[src/rtl/core/bsrl_pkg.sv]
// Shared types and constants for the backend selector (round robin / least connections).
// Depends on nothing; the top and the scan engine import it (bsrl_ram does not).
package bsrl_pkg;

  localparam int MAX_ENTRIES_DEF = 16;

  localparam int IDX_FIELD_W  = 4;   // backend_index and chosen_index
  localparam int CONN_W       = 16;  // connection counts
  localparam int IN_DATA_W    = 24;  // backend_index, healthy_flag, connection_value
  localparam int OUT_DATA_W   = 8;   // chosen_index, found, rejected
  localparam int CFG_ADDR_W   = 2;
  localparam int CFG_DATA_W   = 32;

  localparam logic [CFG_ADDR_W-1:0] CFG_ADDR_MODE = 2'd0;

  typedef enum logic [1:0] {
    KIND_ADD        = 2'd0,
    KIND_SET_HEALTH = 2'd1,
    KIND_SET_CONN   = 2'd2,
    KIND_PICK       = 2'd3
  } kind_t;

  typedef enum logic [1:0] {
    ST_IDLE,
    ST_SCAN,
    ST_HOLD
  } state_t;

  // Control from the sequencer to the scan engine.
  typedef struct packed {
    logic start;
    logic lc_mode;
  } scan_ctrl_t;

  // Status from the scan engine back to the sequencer.
  typedef struct packed {
    logic done;
    logic found;
  } scan_stat_t;

endpackage

[src/rtl/core/backend_selector_rr_least_conn.sv]
// Backend selector top: table sequencer, health and count RAMs, APB register, result register.
// Add and set requests give their result in the cycle after acceptance; a pick passes through
// SCAN (one table read per cycle) and HOLD before its result is registered.
// Add and set requests sustain one per cycle unless the result channel stalls; a pick holds the
// input through its scan (paced by the single read port of the table RAMs) and HOLD.
// Reset: rst_n (synchronous) clears live count, cursor, strategy mode and all handshake
// state; the table RAMs are not cleared, since only entries below live count are read.
module backend_selector_rr_least_conn
  import bsrl_pkg::*;
#(
  parameter int MAX_ENTRIES = MAX_ENTRIES_DEF
) (
  input  logic                  clk,
  input  logic                  rst_n,
  // input request channel
  input  logic                  in_tvalid,
  output logic                  in_tready,
  input  logic [IN_DATA_W-1:0]  in_tdata,   // [3:0] backend_index, [4] healthy_flag,
                                            // [20:5] connection_value, [23:21] zero
  input  logic [1:0]            in_tuser,   // [1:0] kind
  // result channel
  output logic                  out_tvalid,
  input  logic                  out_tready,
  output logic [OUT_DATA_W-1:0] out_tdata,  // [3:0] chosen_index, [4] found,
                                            // [5] rejected, [7:6] zero
  // configuration port
  input  logic                  cfg_psel,
  input  logic                  cfg_penable,
  input  logic                  cfg_pwrite,
  input  logic [CFG_ADDR_W-1:0] cfg_paddr,
  input  logic [CFG_DATA_W-1:0] cfg_pwdata,
  output logic [CFG_DATA_W-1:0] cfg_prdata,
  output logic                  cfg_pready
);

  localparam int IDX_W = $clog2(MAX_ENTRIES);
  localparam int LC_W  = $clog2(MAX_ENTRIES + 1);
  localparam int CMP_W = (LC_W > IDX_FIELD_W) ? LC_W : IDX_FIELD_W;

  // ---------------------------------------------------------------------------
  // Request decode
  // ---------------------------------------------------------------------------
  kind_t              kind;
  logic [IDX_FIELD_W-1:0] req_index;
  logic               req_health;
  logic [CONN_W-1:0]  req_conn;

  assign kind       = kind_t'(in_tuser);
  assign req_index  = in_tdata[3:0];
  assign req_health = in_tdata[4];
  assign req_conn   = in_tdata[20:5];

  // ---------------------------------------------------------------------------
  // State
  // ---------------------------------------------------------------------------
  state_t             state_r, state_nxt;
  logic [LC_W-1:0]    live_r,  live_nxt;
  logic [IDX_W-1:0]   cursor_r, cursor_nxt;
  logic               mode_r;

  logic                   out_valid_r, out_valid_nxt;
  logic [IDX_FIELD_W-1:0] out_idx_r,   out_idx_nxt;
  logic                   out_found_r, out_found_nxt;
  logic                   out_rej_r,   out_rej_nxt;

  logic [IDX_W-1:0]   res_idx_r;
  logic               res_found_r;

  logic               out_free;
  logic               accept;
  logic               table_full;
  logic               index_ok;
  logic [CMP_W-1:0]   req_index_ext;
  logic [CMP_W-1:0]   live_ext;
  logic [CMP_W-1:0]   res_idx_ext;

  // table RAM ports
  logic               h_we, c_we;
  logic [IDX_W-1:0]   h_waddr, c_waddr;
  logic               h_wdata;
  logic [CONN_W-1:0]  c_wdata;
  logic               rd_en;
  logic [IDX_W-1:0]   rd_addr;
  logic               rd_health;
  logic [CONN_W-1:0]  rd_count;

  // scan engine
  scan_ctrl_t         scan_ctrl;
  scan_stat_t         scan_stat;
  logic [IDX_W-1:0]   scan_sel;
  logic [IDX_W-1:0]   scan_cursor_nxt;

  assign out_free      = !out_valid_r || out_tready;
  assign in_tready     = (state_r == ST_IDLE) && out_free;
  assign accept        = in_tvalid && in_tready;
  assign table_full    = (live_r == LC_W'(MAX_ENTRIES));
  assign req_index_ext = CMP_W'(req_index);
  assign live_ext      = CMP_W'(live_r);
  assign res_idx_ext   = CMP_W'(res_idx_r);
  // live count never exceeds the table depth, so this also bounds the RAM index
  assign index_ok      = (req_index_ext < live_ext);

  // ---------------------------------------------------------------------------
  // Sequencer: next state
  // ---------------------------------------------------------------------------
  always_comb begin
    state_nxt = state_r;
    case (state_r)
      ST_IDLE: begin
        if (accept && (kind == KIND_PICK)) begin
          state_nxt = ST_SCAN;
        end
      end
      ST_SCAN: begin
        if (scan_stat.done) begin
          state_nxt = ST_HOLD;
        end
      end
      ST_HOLD: begin
        if (out_free) begin
          state_nxt = ST_IDLE;
        end
      end
      default: state_nxt = ST_IDLE;
    endcase
  end

  // ---------------------------------------------------------------------------
  // Sequencer: outputs (table writes, live count, cursor, scan start, result register)
  // Table writes happen only in IDLE, and a scan starts only from IDLE, so the
  // RAMs never see a read and a write of the same entry in one cycle.
  // ---------------------------------------------------------------------------
  always_comb begin
    h_we          = 1'b0;
    c_we          = 1'b0;
    h_waddr       = live_r[IDX_W-1:0];
    c_waddr       = live_r[IDX_W-1:0];
    h_wdata       = 1'b1;
    c_wdata       = '0;
    live_nxt      = live_r;
    cursor_nxt    = cursor_r;
    scan_ctrl     = '{start: 1'b0, lc_mode: mode_r};
    out_valid_nxt = out_valid_r && !out_tready;
    out_idx_nxt   = out_idx_r;
    out_found_nxt = out_found_r;
    out_rej_nxt   = out_rej_r;

    case (state_r)
      ST_IDLE: begin
        if (accept) begin
          out_idx_nxt   = '0;
          out_found_nxt = 1'b0;
          out_rej_nxt   = 1'b0;
          case (kind)
            KIND_ADD: begin
              out_valid_nxt = 1'b1;
              if (table_full) begin
                out_rej_nxt = 1'b1;
              end else begin
                // append a healthy entry with zero connections
                h_we        = 1'b1;
                c_we        = 1'b1;
                out_idx_nxt = live_ext[IDX_FIELD_W-1:0];
                live_nxt    = live_r + LC_W'(1);
              end
            end
            KIND_SET_HEALTH: begin
              out_valid_nxt = 1'b1;
              out_rej_nxt   = !index_ok;
              h_we          = index_ok;
              h_waddr       = req_index_ext[IDX_W-1:0];
              h_wdata       = req_health;
            end
            KIND_SET_CONN: begin
              out_valid_nxt = 1'b1;
              out_rej_nxt   = !index_ok;
              c_we          = index_ok;
              c_waddr       = req_index_ext[IDX_W-1:0];
              c_wdata       = req_conn;
            end
            KIND_PICK: begin
              // hold the result register; the scan delivers later
              scan_ctrl.start = 1'b1;
            end
            default: begin
              out_valid_nxt = 1'b1;
            end
          endcase
        end
      end
      ST_SCAN: begin
        // advance the round-robin cursor past the picked entry
        if (scan_stat.done && scan_stat.found && !mode_r) begin
          cursor_nxt = scan_cursor_nxt;
        end
      end
      ST_HOLD: begin
        if (out_free) begin
          out_valid_nxt = 1'b1;
          out_idx_nxt   = res_found_r ? res_idx_ext[IDX_FIELD_W-1:0] : '0;
          out_found_nxt = res_found_r;
          out_rej_nxt   = 1'b0;
        end
      end
      default: begin
      end
    endcase
  end

  // ---------------------------------------------------------------------------
  // Registers
  // ---------------------------------------------------------------------------
  always_ff @(posedge clk) begin
    if (!rst_n) begin
      state_r     <= ST_IDLE;
      live_r      <= '0;
      cursor_r    <= '0;
      out_valid_r <= 1'b0;
    end else begin
      state_r     <= state_nxt;
      live_r      <= live_nxt;
      cursor_r    <= cursor_nxt;
      out_valid_r <= out_valid_nxt;
    end
  end

  always_ff @(posedge clk) begin
    out_idx_r   <= out_idx_nxt;
    out_found_r <= out_found_nxt;
    out_rej_r   <= out_rej_nxt;
    if ((state_r == ST_SCAN) && scan_stat.done) begin
      res_idx_r   <= scan_sel;
      res_found_r <= scan_stat.found;
    end
  end

  // ---------------------------------------------------------------------------
  // Configuration register: strategy mode
  // ---------------------------------------------------------------------------
  assign cfg_pready = 1'b1;

  always_ff @(posedge clk) begin
    if (!rst_n) begin
      mode_r <= 1'b0;
    end else if (cfg_psel && cfg_penable && cfg_pwrite && cfg_pready &&
                 (cfg_paddr == CFG_ADDR_MODE)) begin
      mode_r <= cfg_pwdata[0];
    end
  end

  assign cfg_prdata = (cfg_paddr == CFG_ADDR_MODE) ? CFG_DATA_W'(mode_r) : '0;

  // ---------------------------------------------------------------------------
  // Table RAMs and scan engine
  // ---------------------------------------------------------------------------
  bsrl_ram #(
    .WIDTH (1),
    .DEPTH (MAX_ENTRIES)
  ) u_health_ram (
    .clk   (clk),
    .we    (h_we),
    .waddr (h_waddr),
    .wdata (h_wdata),
    .re    (rd_en),
    .raddr (rd_addr),
    .rdata (rd_health)
  );

  bsrl_ram #(
    .WIDTH (CONN_W),
    .DEPTH (MAX_ENTRIES)
  ) u_count_ram (
    .clk   (clk),
    .we    (c_we),
    .waddr (c_waddr),
    .wdata (c_wdata),
    .re    (rd_en),
    .raddr (rd_addr),
    .rdata (rd_count)
  );

  bsrl_scan #(
    .MAX_ENTRIES (MAX_ENTRIES)
  ) u_scan (
    .clk        (clk),
    .rst_n      (rst_n),
    .ctrl       (scan_ctrl),
    .live_count (live_r),
    .cursor     (cursor_r),
    .rd_en      (rd_en),
    .rd_addr    (rd_addr),
    .rd_health  (rd_health),
    .rd_count   (rd_count),
    .stat       (scan_stat),
    .sel_index  (scan_sel),
    .cursor_nxt (scan_cursor_nxt)
  );

  // ---------------------------------------------------------------------------
  // Result channel
  // ---------------------------------------------------------------------------
  assign out_tvalid = out_valid_r;
  assign out_tdata  = {2'b00, out_rej_r, out_found_r, out_idx_r};

  // ---------------------------------------------------------------------------
  // Assertions
  // ---------------------------------------------------------------------------
`ifndef ASSERT_OFF
  a_live_bound: assert property (@(posedge clk) disable iff (!rst_n)
    live_r <= LC_W'(MAX_ENTRIES))
    else $error("live count exceeds table depth");

  a_cursor_in_table: assert property (@(posedge clk) disable iff (!rst_n)
    (live_r != '0) |-> (LC_W'(cursor_r) < live_r))
    else $error("round-robin cursor outside live table");

  a_no_write_in_scan: assert property (@(posedge clk) disable iff (!rst_n)
    (state_r != ST_IDLE) |-> !(h_we || c_we))
    else $error("table written while a pick is in progress");

  a_pick_starts_scan: assert property (@(posedge clk) disable iff (!rst_n)
    (accept && (kind == KIND_PICK)) |=> (state_r == ST_SCAN))
    else $error("accepted pick did not start a scan");
`endif

endmodule

[src/rtl/core/bsrl_ram.sv]
// Generic single-port-write, single-port-read RAM with registered read data.
// Depends on nothing.
module bsrl_ram #(
  parameter int WIDTH = 16,
  parameter int DEPTH = 16
) (
  input  logic                     clk,
  input  logic                     we,
  input  logic [$clog2(DEPTH)-1:0] waddr,
  input  logic [WIDTH-1:0]         wdata,
  input  logic                     re,
  input  logic [$clog2(DEPTH)-1:0] raddr,
  output logic [WIDTH-1:0]         rdata
);

  logic [WIDTH-1:0] mem [DEPTH];
  logic [WIDTH-1:0] rdata_r;

  always_ff @(posedge clk) begin
    if (we) begin
      mem[waddr] <= wdata;
    end
    if (re) begin
      rdata_r <= mem[raddr];
    end
  end

  assign rdata = rdata_r;

endmodule

[src/rtl/core/bsrl_scan.sv]
// Pick engine: streams the live table out of the RAMs one entry per cycle and
// evaluates round-robin or least-connections selection. Depends on bsrl_pkg.
module bsrl_scan
  import bsrl_pkg::*;
#(
  parameter int MAX_ENTRIES = MAX_ENTRIES_DEF
) (
  input  logic                                 clk,
  input  logic                                 rst_n,
  input  scan_ctrl_t                           ctrl,
  input  logic [$clog2(MAX_ENTRIES+1)-1:0]     live_count,
  input  logic [$clog2(MAX_ENTRIES)-1:0]       cursor,
  output logic                                 rd_en,
  output logic [$clog2(MAX_ENTRIES)-1:0]       rd_addr,
  input  logic                                 rd_health,
  input  logic [CONN_W-1:0]                    rd_count,
  output scan_stat_t                           stat,
  output logic [$clog2(MAX_ENTRIES)-1:0]       sel_index,
  output logic [$clog2(MAX_ENTRIES)-1:0]       cursor_nxt
);

  localparam int IDX_W = $clog2(MAX_ENTRIES);
  localparam int LC_W  = $clog2(MAX_ENTRIES + 1);

  logic              busy_r,     busy_nxt;
  logic [LC_W-1:0]   issued_r,   issued_nxt;
  logic [IDX_W-1:0]  addr_r,     addr_nxt;
  logic              chk_v_r,    chk_v_nxt;
  logic              have_r,     have_nxt;
  logic [IDX_W-1:0]  chk_addr_r;
  logic [IDX_W-1:0]  best_idx_r;
  logic [CONN_W-1:0] best_cnt_r;

  logic              issue;
  logic [LC_W-1:0]   addr_inc;
  logic [IDX_W-1:0]  addr_wrap;
  logic [LC_W-1:0]   chk_inc;
  logic              hit;
  logic              better;
  logic              all_seen;
  logic              done;

  always_comb begin
    issue     = busy_r && (issued_r < live_count);
    addr_inc  = LC_W'(addr_r) + LC_W'(1);
    addr_wrap = (addr_inc == live_count) ? '0 : addr_inc[IDX_W-1:0];
    chk_inc   = LC_W'(chk_addr_r) + LC_W'(1);
    hit       = chk_v_r && rd_health;
    better    = hit && (!have_r || (rd_count < best_cnt_r));
    all_seen  = !chk_v_r && !issue;
    done      = busy_r && (ctrl.lc_mode ? all_seen : (hit || all_seen));
  end

  always_comb begin
    busy_nxt   = busy_r;
    issued_nxt = issued_r;
    addr_nxt   = addr_r;
    chk_v_nxt  = chk_v_r;
    have_nxt   = have_r;
    if (ctrl.start) begin
      busy_nxt   = 1'b1;
      issued_nxt = '0;
      // least connections walks from entry 0 so a tie keeps the lowest index
      addr_nxt   = ctrl.lc_mode ? '0 : cursor;
      chk_v_nxt  = 1'b0;
      have_nxt   = 1'b0;
    end else if (busy_r) begin
      busy_nxt   = !done;
      issued_nxt = issued_r + LC_W'(issue);
      addr_nxt   = issue ? addr_wrap : addr_r;
      chk_v_nxt  = issue;
      have_nxt   = have_r || better;
    end
  end

  always_ff @(posedge clk) begin
    if (!rst_n) begin
      busy_r   <= 1'b0;
      issued_r <= '0;
      addr_r   <= '0;
      chk_v_r  <= 1'b0;
      have_r   <= 1'b0;
    end else begin
      busy_r   <= busy_nxt;
      issued_r <= issued_nxt;
      addr_r   <= addr_nxt;
      chk_v_r  <= chk_v_nxt;
      have_r   <= have_nxt;
    end
  end

  // Address of the entry whose read data is on the RAM outputs now, and the running best.
  always_ff @(posedge clk) begin
    chk_addr_r <= addr_r;
    if (busy_r && better) begin
      best_idx_r <= chk_addr_r;
      best_cnt_r <= rd_count;
    end
  end

  assign rd_en      = issue;
  assign rd_addr    = addr_r;
  assign stat.done  = done;
  assign stat.found = ctrl.lc_mode ? have_r : hit;
  assign sel_index  = ctrl.lc_mode ? best_idx_r : chk_addr_r;
  assign cursor_nxt = (chk_inc == live_count) ? '0 : chk_inc[IDX_W-1:0];

endmodule
[config.mk]
export PLATFORM = sky130hd
export DESIGN_NAME = backend_selector_rr_least_conn
export DESIGN_NICKNAME = d
export VERILOG_FILES = /design/src/rtl/core/bsrl_pkg.sv /design/src/rtl/core/backend_selector_rr_least_conn.sv /design/src/rtl/core/bsrl_ram.sv /design/src/rtl/core/bsrl_scan.sv
export SDC_FILE = /design/constraint.sdc
export NUM_CORES = 1
export LEC_CHECK = 0
export BUFFER_PORTS_ARGS = -buffer_cell sky130_fd_sc_hd__buf_2
export CORE_MARGIN = 5
export CORE_UTILIZATION = 35
export CTS_CLUSTER_SIZE = 40
export DETAILED_ROUTE_END_ITERATION = 12
export MAX_ROUTING_LAYER = met4
export SETUP_SLACK_MARGIN = 0.02
export SYNTH_ARGS = -nofsm -noshare
export SYNTH_HDL_FRONTEND = slang
export SYNTH_HIERARCHICAL = 1
export SYNTH_SLANG_ARGS = --single-unit
[constraint.sdc]
create_clock -name clk -period 5.65 [get_ports clk]
set_clock_uncertainty 0.15 [all_clocks]
set_input_delay 1.4125 -clock clk [delete_from_list [all_inputs] [get_ports clk]]
set_output_delay 1.4125 -clock clk [all_outputs]
set_load 0.005 [all_outputs]
==> results.md, run 1 <==
- Worst hold path type: reg -> reg
- Register-to-Register Setup Slack: 1.81 ns
- Drt wl/cell: 20.0 um
- First-pass GRT wire length: 46300 um
- Port-buffer cells: 41
- MaxCap Viol Count: 0
- Total congestion overflow: 0
- I/O pin total: 110
- Root Buffer Master: clkbuf_16
- Outcome: finished clean
- CP Launch Type: input pin
- Final core utilization: 40.3%
- Drt drc: 0
- Reg clk slew, reported paths: 0.06 ns
- Yosys cell types: 66
- Non-filler instance count after layout: 1519
- Number of global-route vias before repair: 7799
- Final hold violation count: 0
- Worst path required time: 5.72 ns
- Reg2reg end: u_count_ram/mem[3][2]
- Share of layout cells above drive strength 1: 22.1%
- Routed vias/inst: 5.11
- ANT cells: 0
- Syn Inst Count: 883
- Total die area: 46900 um2
- Gr usage total: 13.1%
- Die Y: 217 um
- DP HPWL: 18800 um
- Total wire length: 30400 um
- R2R depth: 9
- PwrDens: 317 nW/um2
- Max-slew headroom: 31.2%
- Synthesized area: 14900 um2
- Vias: 7756
- Worst setup path category: in -> reg
- Max Freq: 248 MHz
- Final setup violation count: 0
- Tmin final: 4.03 ns
- RSZ-0062 raised after global routing: false
- Setup bufs post-CTS: 0
- WHS Endpoint: u_scan/best_cnt_r[2]
- CTS tree: built
- Worst VDD drop: 0.182 mV
- EDFF count, synth: 320
- Length of the first detailed-routing pass in iterations: 5
- Initial antenna violation count: 1
- Synth Warn #: 6
- Nets: 1056
- Cell taking the most area after synthesis: edfxtp_1
- Initial DRC count: 481
- H-Tree Level Count: 2
- Max Slew Vio Count: 0
- Worst R2R Start: live_ext[0]
- Crit path capture type: flip-flop
- Seq/Total Area, Yosys: 68.3%
- Slew @ Worst Pin: 1.02 ns
- Area Overhead vs Synth: 13.5%
- Final GP Congestion: 0.783
- Largest net degree at the start of global routing: 43
- Number of CTS-inserted buffers: 38
- Top FF cell, synth: edfxtp_1
- Static Leak: 5.64 nW
- Setup TNS: 0 ns
- Async set-or-reset flop fraction in the synthesized netlist: 0%
- Clock sinks: 349
- Period utilisation layout: 71.3%
- Critical Path Fanout Max: 25
- Placed insts: 1455
- Post-synth top area share: 64.4%
- CORE AREA: 42000 um2
- Top post-synthesis cells by area: edfxtp_1, mux4_2, dfxtp_1
- Die W: 217 um
- WHS Path Cells: 0
- Worst path arrival time: 4.10 ns
- Most frequent cells after synthesis: edfxtp_1, mux4_2, nand2_1
- Avg Inst Size Synth: 16.9 um2
- Longest Clk Path Bufs: 3
- Starting Density: 35.5%
- Post-DRT Antenna Nets: 0
- Post-synthesis sequential element count: 349
- Rows: 75
- Hold bufs inserted after CTS: 0
- Most frequent cell after synthesis: edfxtp_1
- Fillcell total: 3804
- Clk Latency, worst-skew pair: 0.53 ns
- Gates resized, CTS repair: 0
- Worst hold start: u_count_ram/rdata[2]
## critical path, cell delays in order
cell and delay [ns]:
buf_2 0.10, nor2b_1 0.48, nor3_4 0.09, buf_4 0.27, nand2_1 0.10, o21ai_0 0.16, or3b_2 0.59, nor2_2 0.51
buf_4 0.34
## routing by layer
| layer | wire (um) | vias to the layer above | track usage (%) |
|---|---|---|---|
| met3 | 1610 | 43 | 1.74 |
| met1 | 13400 | 3982 | 17.9 |
| met2 | 14800 | 201 | 21.1 |
| li1 | - | 3530 | - |
| met5 | 0 | - | - |
| met4 | 530 | 0 | 3.18 |
## state kept, by name, summed over array words and instances, names as in the netlist, 2 cells and up
register           cells
cursor_r               4
live_ext               5
out_idx_r              4
res_idx_r              4
state_r                2
u_count_ram/mem      256
u_count_ram/rdata     16
u_health_ram/mem      16
u_scan/best_cnt_r     16
u_scan/best_idx_r      4
u_scan/chk_addr_r      4
u_scan/issued_r        5
u_scan/rd_addr         4
## worst max-delay path by stage
stage                            from                     end  cells after the start
final                      out_tready   u_count_ram/mem[3][2]                      9
after global routing      in_tuser[0]  u_count_ram/mem[3][13]                     11
after CTS                 in_tuser[0]   u_count_ram/mem[3][2]                     11
after detailed placement  in_tuser[0]   u_count_ram/mem[3][0]                     11
after global placement    in_tuser[0]   u_count_ram/mem[3][0]                     11
after floorplan           in_tdata[2]   u_count_ram/mem[0][0]                      7
## kinds of logic (layout without fill, tap and decap cells)
family                     count (synthesis)  in the layout  share of synthesized area [%]
DFF                                      349            349                           68.3
muxes                                     84             84                           11.7
AOI/OAI and AO/OA                         97             97                           4.89
xor gates and xnor gates                  16             16                          0.939
and+or+nand+nor                          196            196                           7.15
adders and majority gates                 34             34                           2.84
buffers and inverters                    105            170                           4.15
other                                      2             34                         0.0503
## layout make-up
type	count	area (um2)	share of cell area [%]
multi-input combinational	461	4290	25.3
tap	539	674	3.98
timing repair buffer	68	445	2.63
clock buffer	48	1040	6.14
inverter	38	143	0.842
clock inverter	16	150	0.886
sequential	349	10200	60.2
## through the flow
| step | power [W] | hold slack (ns) | setup slack [ns] | area [um2] |
|---|---|---|---|---|
| floorplan | 0.00305 | 0.267 | 1.14 | 15000 |
| global placement | 0.00310 | 0.290 | 1.09 | 15800 |
| detailed placement | 0.00310 | 0.289 | 1.00 | 15800 |
| CTS | 0.00544 | 0.296 | 1.55 | 16900 |
| global route | 0.00557 | 0.317 | 1.48 | 16900 |
| finish | 0.00537 | 0.302 | 1.62 | 16900 |
## layout by cell type, fill, tap and decap left out, types with 8 or more instances in the layout
master / count
a21oi_1: 12
a22oi_1: 32
and2_1: 24
buf_2: 41
buf_4: 24
clkbuf_16: 39
conb_1: 34
dfxtp_1: 27
edfxtp_1: 320
ha_1: 33
inv_1: 37
mux2i_1: 12
mux4_1: 14
mux4_2: 54
nand2_1: 44
nand2b_1: 10
nand3_1: 14
nor2_1: 30
nor2_2: 12
nor2b_1: 13
nor3_1: 8
o21ai_0: 14
xnor2_1: 9
## power breakdown
group	switching, W	internal (W)
Clock	0.000969	0.00136
Sequential	0.0000232	0.00281
Combinational	0.000112	0.0000942
No activity file was read; power rests on OpenSTA's default activity.
==> run 2, diff against run 1 <==
==> constraint.sdc (replaced) <==
create_clock -name clk -period 3.7 [get_ports clk]
set_clock_uncertainty 0.15 [all_clocks]
set_input_delay 0.925 -clock clk [delete_from_list [all_inputs] [get_ports clk]]
set_output_delay 0.925 -clock clk [all_outputs]
set_load 0.005 [all_outputs]
==> results.md, run 2 (synthesis gave the netlist of run 1 again) <==
- Outcome: finished clean
- Longest Clk Path Bufs: 3 (unchanged)
- RSZ-0062 raised after global routing: false
- Critical Path Fanout Max: 10 (-60%)
- Final core utilization: 40.9% (+0.57 points)
- PwrDens: 473 nW/um2 (+49%)
- CTS tree: built
- Initial DRC count: 526 (+9.4%)
- Final GP Congestion: 0.804 (+2.7%)
- Starting Density: 35.5% (unchanged)
- Area Overhead vs Synth: 15.1%
- Reg clk slew, reported paths: 0.06 ns (about the same)
- Setup TNS: 0 ns (unchanged)
- Drt drc: 0 (unchanged)
- Power share of the sequential group: 53.2% (+0.4 points)
- Worst path arrival time: 3.46 ns (-0.64 ns)
- Share of layout cells above drive strength 1: 23.0% (+0.87 points)
- Sw Pwr: 0.00170 W (+54%)
- Register-to-Register Setup Slack: 0.30 ns (-1.51 ns)
- Largest register FFs: 256 (unchanged)
- Final Cell Area: 17200 um2 (+1.4%)
- Placed Area: 16000 um2 (+1.9%)
- Die Y: 217 um (unchanged)
- Root Buffer Master: clkbuf_16
- Rows: 75 (unchanged)
- Worst path required time: 3.76 ns (-1.96 ns)
- Final setup violation count: 0 (unchanged)
- Number of global-route vias before repair: 8015 (+2.8%)
- I/O pin total: 110 (unchanged)
- Total congestion overflow: 0 (unchanged)
- Most common cell after layout, fill and taps aside: edfxtp_1
- DP HPWL: 19500 um (+3.8%)
- Critical path's largest stage delay: 0.58 ns (about the same)
- Initial antenna violation count: 1 (unchanged)
- Static Leak: 5.72 nW (+1.3%)
- Die W: 217 um (unchanged)
- Hold bufs inserted after CTS: 0 (unchanged)
- CORE AREA: 42000 um2 (unchanged)
- Number of CTS-inserted buffers: 38 (unchanged)
- Post-DRT Antenna Nets: 0 (unchanged)
- Reg with most FFs: u_count_ram/mem
- Final hold violation count: 0 (unchanged)
- Nets: 1076 (+1.9%)
- Crit path capture type: flip-flop
- Worst setup path category: reg -> reg
- Most frequent cells in the layout: edfxtp_1, mux4_2, nand2_1, buf_2, clkbuf_16
- Max Slew Vio Count: 0 (unchanged)
- Gates resized, CTS repair: 0 (unchanged)
- Sw Ratio: 20.9% (+0.32 points)
- Vias: 7822 (+0.85%)
- Largest net degree at the start of global routing: 73 (+70%)
- Worst VDD drop: 0.385 mV (+110%)
- Total die area: 46900 um2 (unchanged)
- CP Launch Type: flip-flop
- Length of the first detailed-routing pass in iterations: 5 (unchanged)
- Worst hold path type: reg -> reg
- H-Tree Level Count: 2 (unchanged)
- Clk Latency, worst-skew pair: 0.53 ns (about the same)
- Int Pwr: 0.00643 W (+51%)
- Drt wl/cell: 20.0 um (about the same)
- Crit-path slowest cell: dfxtp_1
- MaxCap Viol Count: 0 (unchanged)
- Clock network fraction of design power: 42.6% (-0.7 points)
- Gr usage total: 13.5% (+0.35 points)
- First-pass GRT wire length: 47500 um (+2.8%)
- ANT cells: 0 (unchanged)
- Setup bufs post-CTS: 0 (unchanged)
- Total wire length: 30900 um (+1.6%)
- Worst path cell trace: inv_1 > ha_1 > a21o_2 > a31oi_1 > o211ai_1 > nand3b_1 > or3b_2 > nor3_4 > buf_4
- Slew @ Worst Pin: 1.00 ns (-0.0199 ns)
- Clock sinks: 349 (unchanged)
- Port-buffer cells: 41 (unchanged)
- Max Freq: 294 MHz
- Period utilisation layout: 92.0%
- Routed vias/inst: 5.07 (-0.72%)
- Combinational Power Share: 4.2% (+0.4 points)
- Max-slew headroom: 33.0% (+1.9 points)
- Tmin final: 3.40 ns
-- run 2: cell types whose count changed in the layout (fill, tap and decap cells not counted), sizes merged --
cell / delta
clkinvlp: +1
clkbuf: +1
buf: +20
clkinv: +2
-- run 2: routing by layer --
layer | GRT usage [%] | share of wire (%) | up-vias
li1 | - | - | 3574
met1 | 17.9 | 45 | 4021
met2 | 22.1 | 49 | 180
met3 | 1.84 | 4.1 | 47
met4 | 3.54 | 1.9 | 0
met5 | - | 0 | -
-- run 2: final cells by class --
cell class              count  area (um2)
multi-input cells         461        4330
clock inverters            19         143
fillers                  3753       24900
repair buffers             88         708
flip-flops and latches    349       10200
well taps                 539         674
inverters                  38         143
clock buffers              49         992
-- run 2: power by group through the flow --
stage / sequential (W) / clock, W / combinational, W
6_report: 0.00432 / 0.00346 / 0.000345
5_1_grt: 0.00432 / 0.00371 / 0.000376
4_1_cts: 0.00432 / 0.00355 / 0.000347
3_5_place_dp: 0.00440 / 0 / 0.000346
3_3_place_gp: 0.00440 / 0 / 0.000342
2_1_floorplan: 0.00439 / 0 / 0.000267
-- run 2: worst paths after layout --
kind / depth (start not counted) / startpoint / end
max: 9 / live_ext[2] / u_count_ram/mem[0][6]
min: 0 / u_count_ram/rdata[0] / u_scan/best_cnt_r[0]
max reg2reg: 9 / live_ext[2] / u_count_ram/mem[0][6]
min reg2reg: 0 / u_count_ram/rdata[0] / u_scan/best_cnt_r[0]
-- run 2: worst max-delay path, delay by kind of cell, from the launching register on --
kind	cells	cell delay [ns]
flip-flops	1	0.58
adder cells (fa/ha/maj)	1	0.33
AO/OA/AOI/OAI	3	0.55
AND/OR/NAND/NOR	3	1.05
buffers and inverters	2	0.42
-- run 2: metrics by stage --
stage,setup slack (ns),instances,hold WS [ns],power [W]
after detailed placement,0.0478,1475,0.291,0.00475
final,0.296,1543,0.297,0.00812
after floorplan,0.0199,915,0.267,0.00466
after global routing,0.121,1543,0.319,0.00841
after CTS,0.309,1543,0.304,0.00822
after global placement,0.120,1475,0.288,0.00474
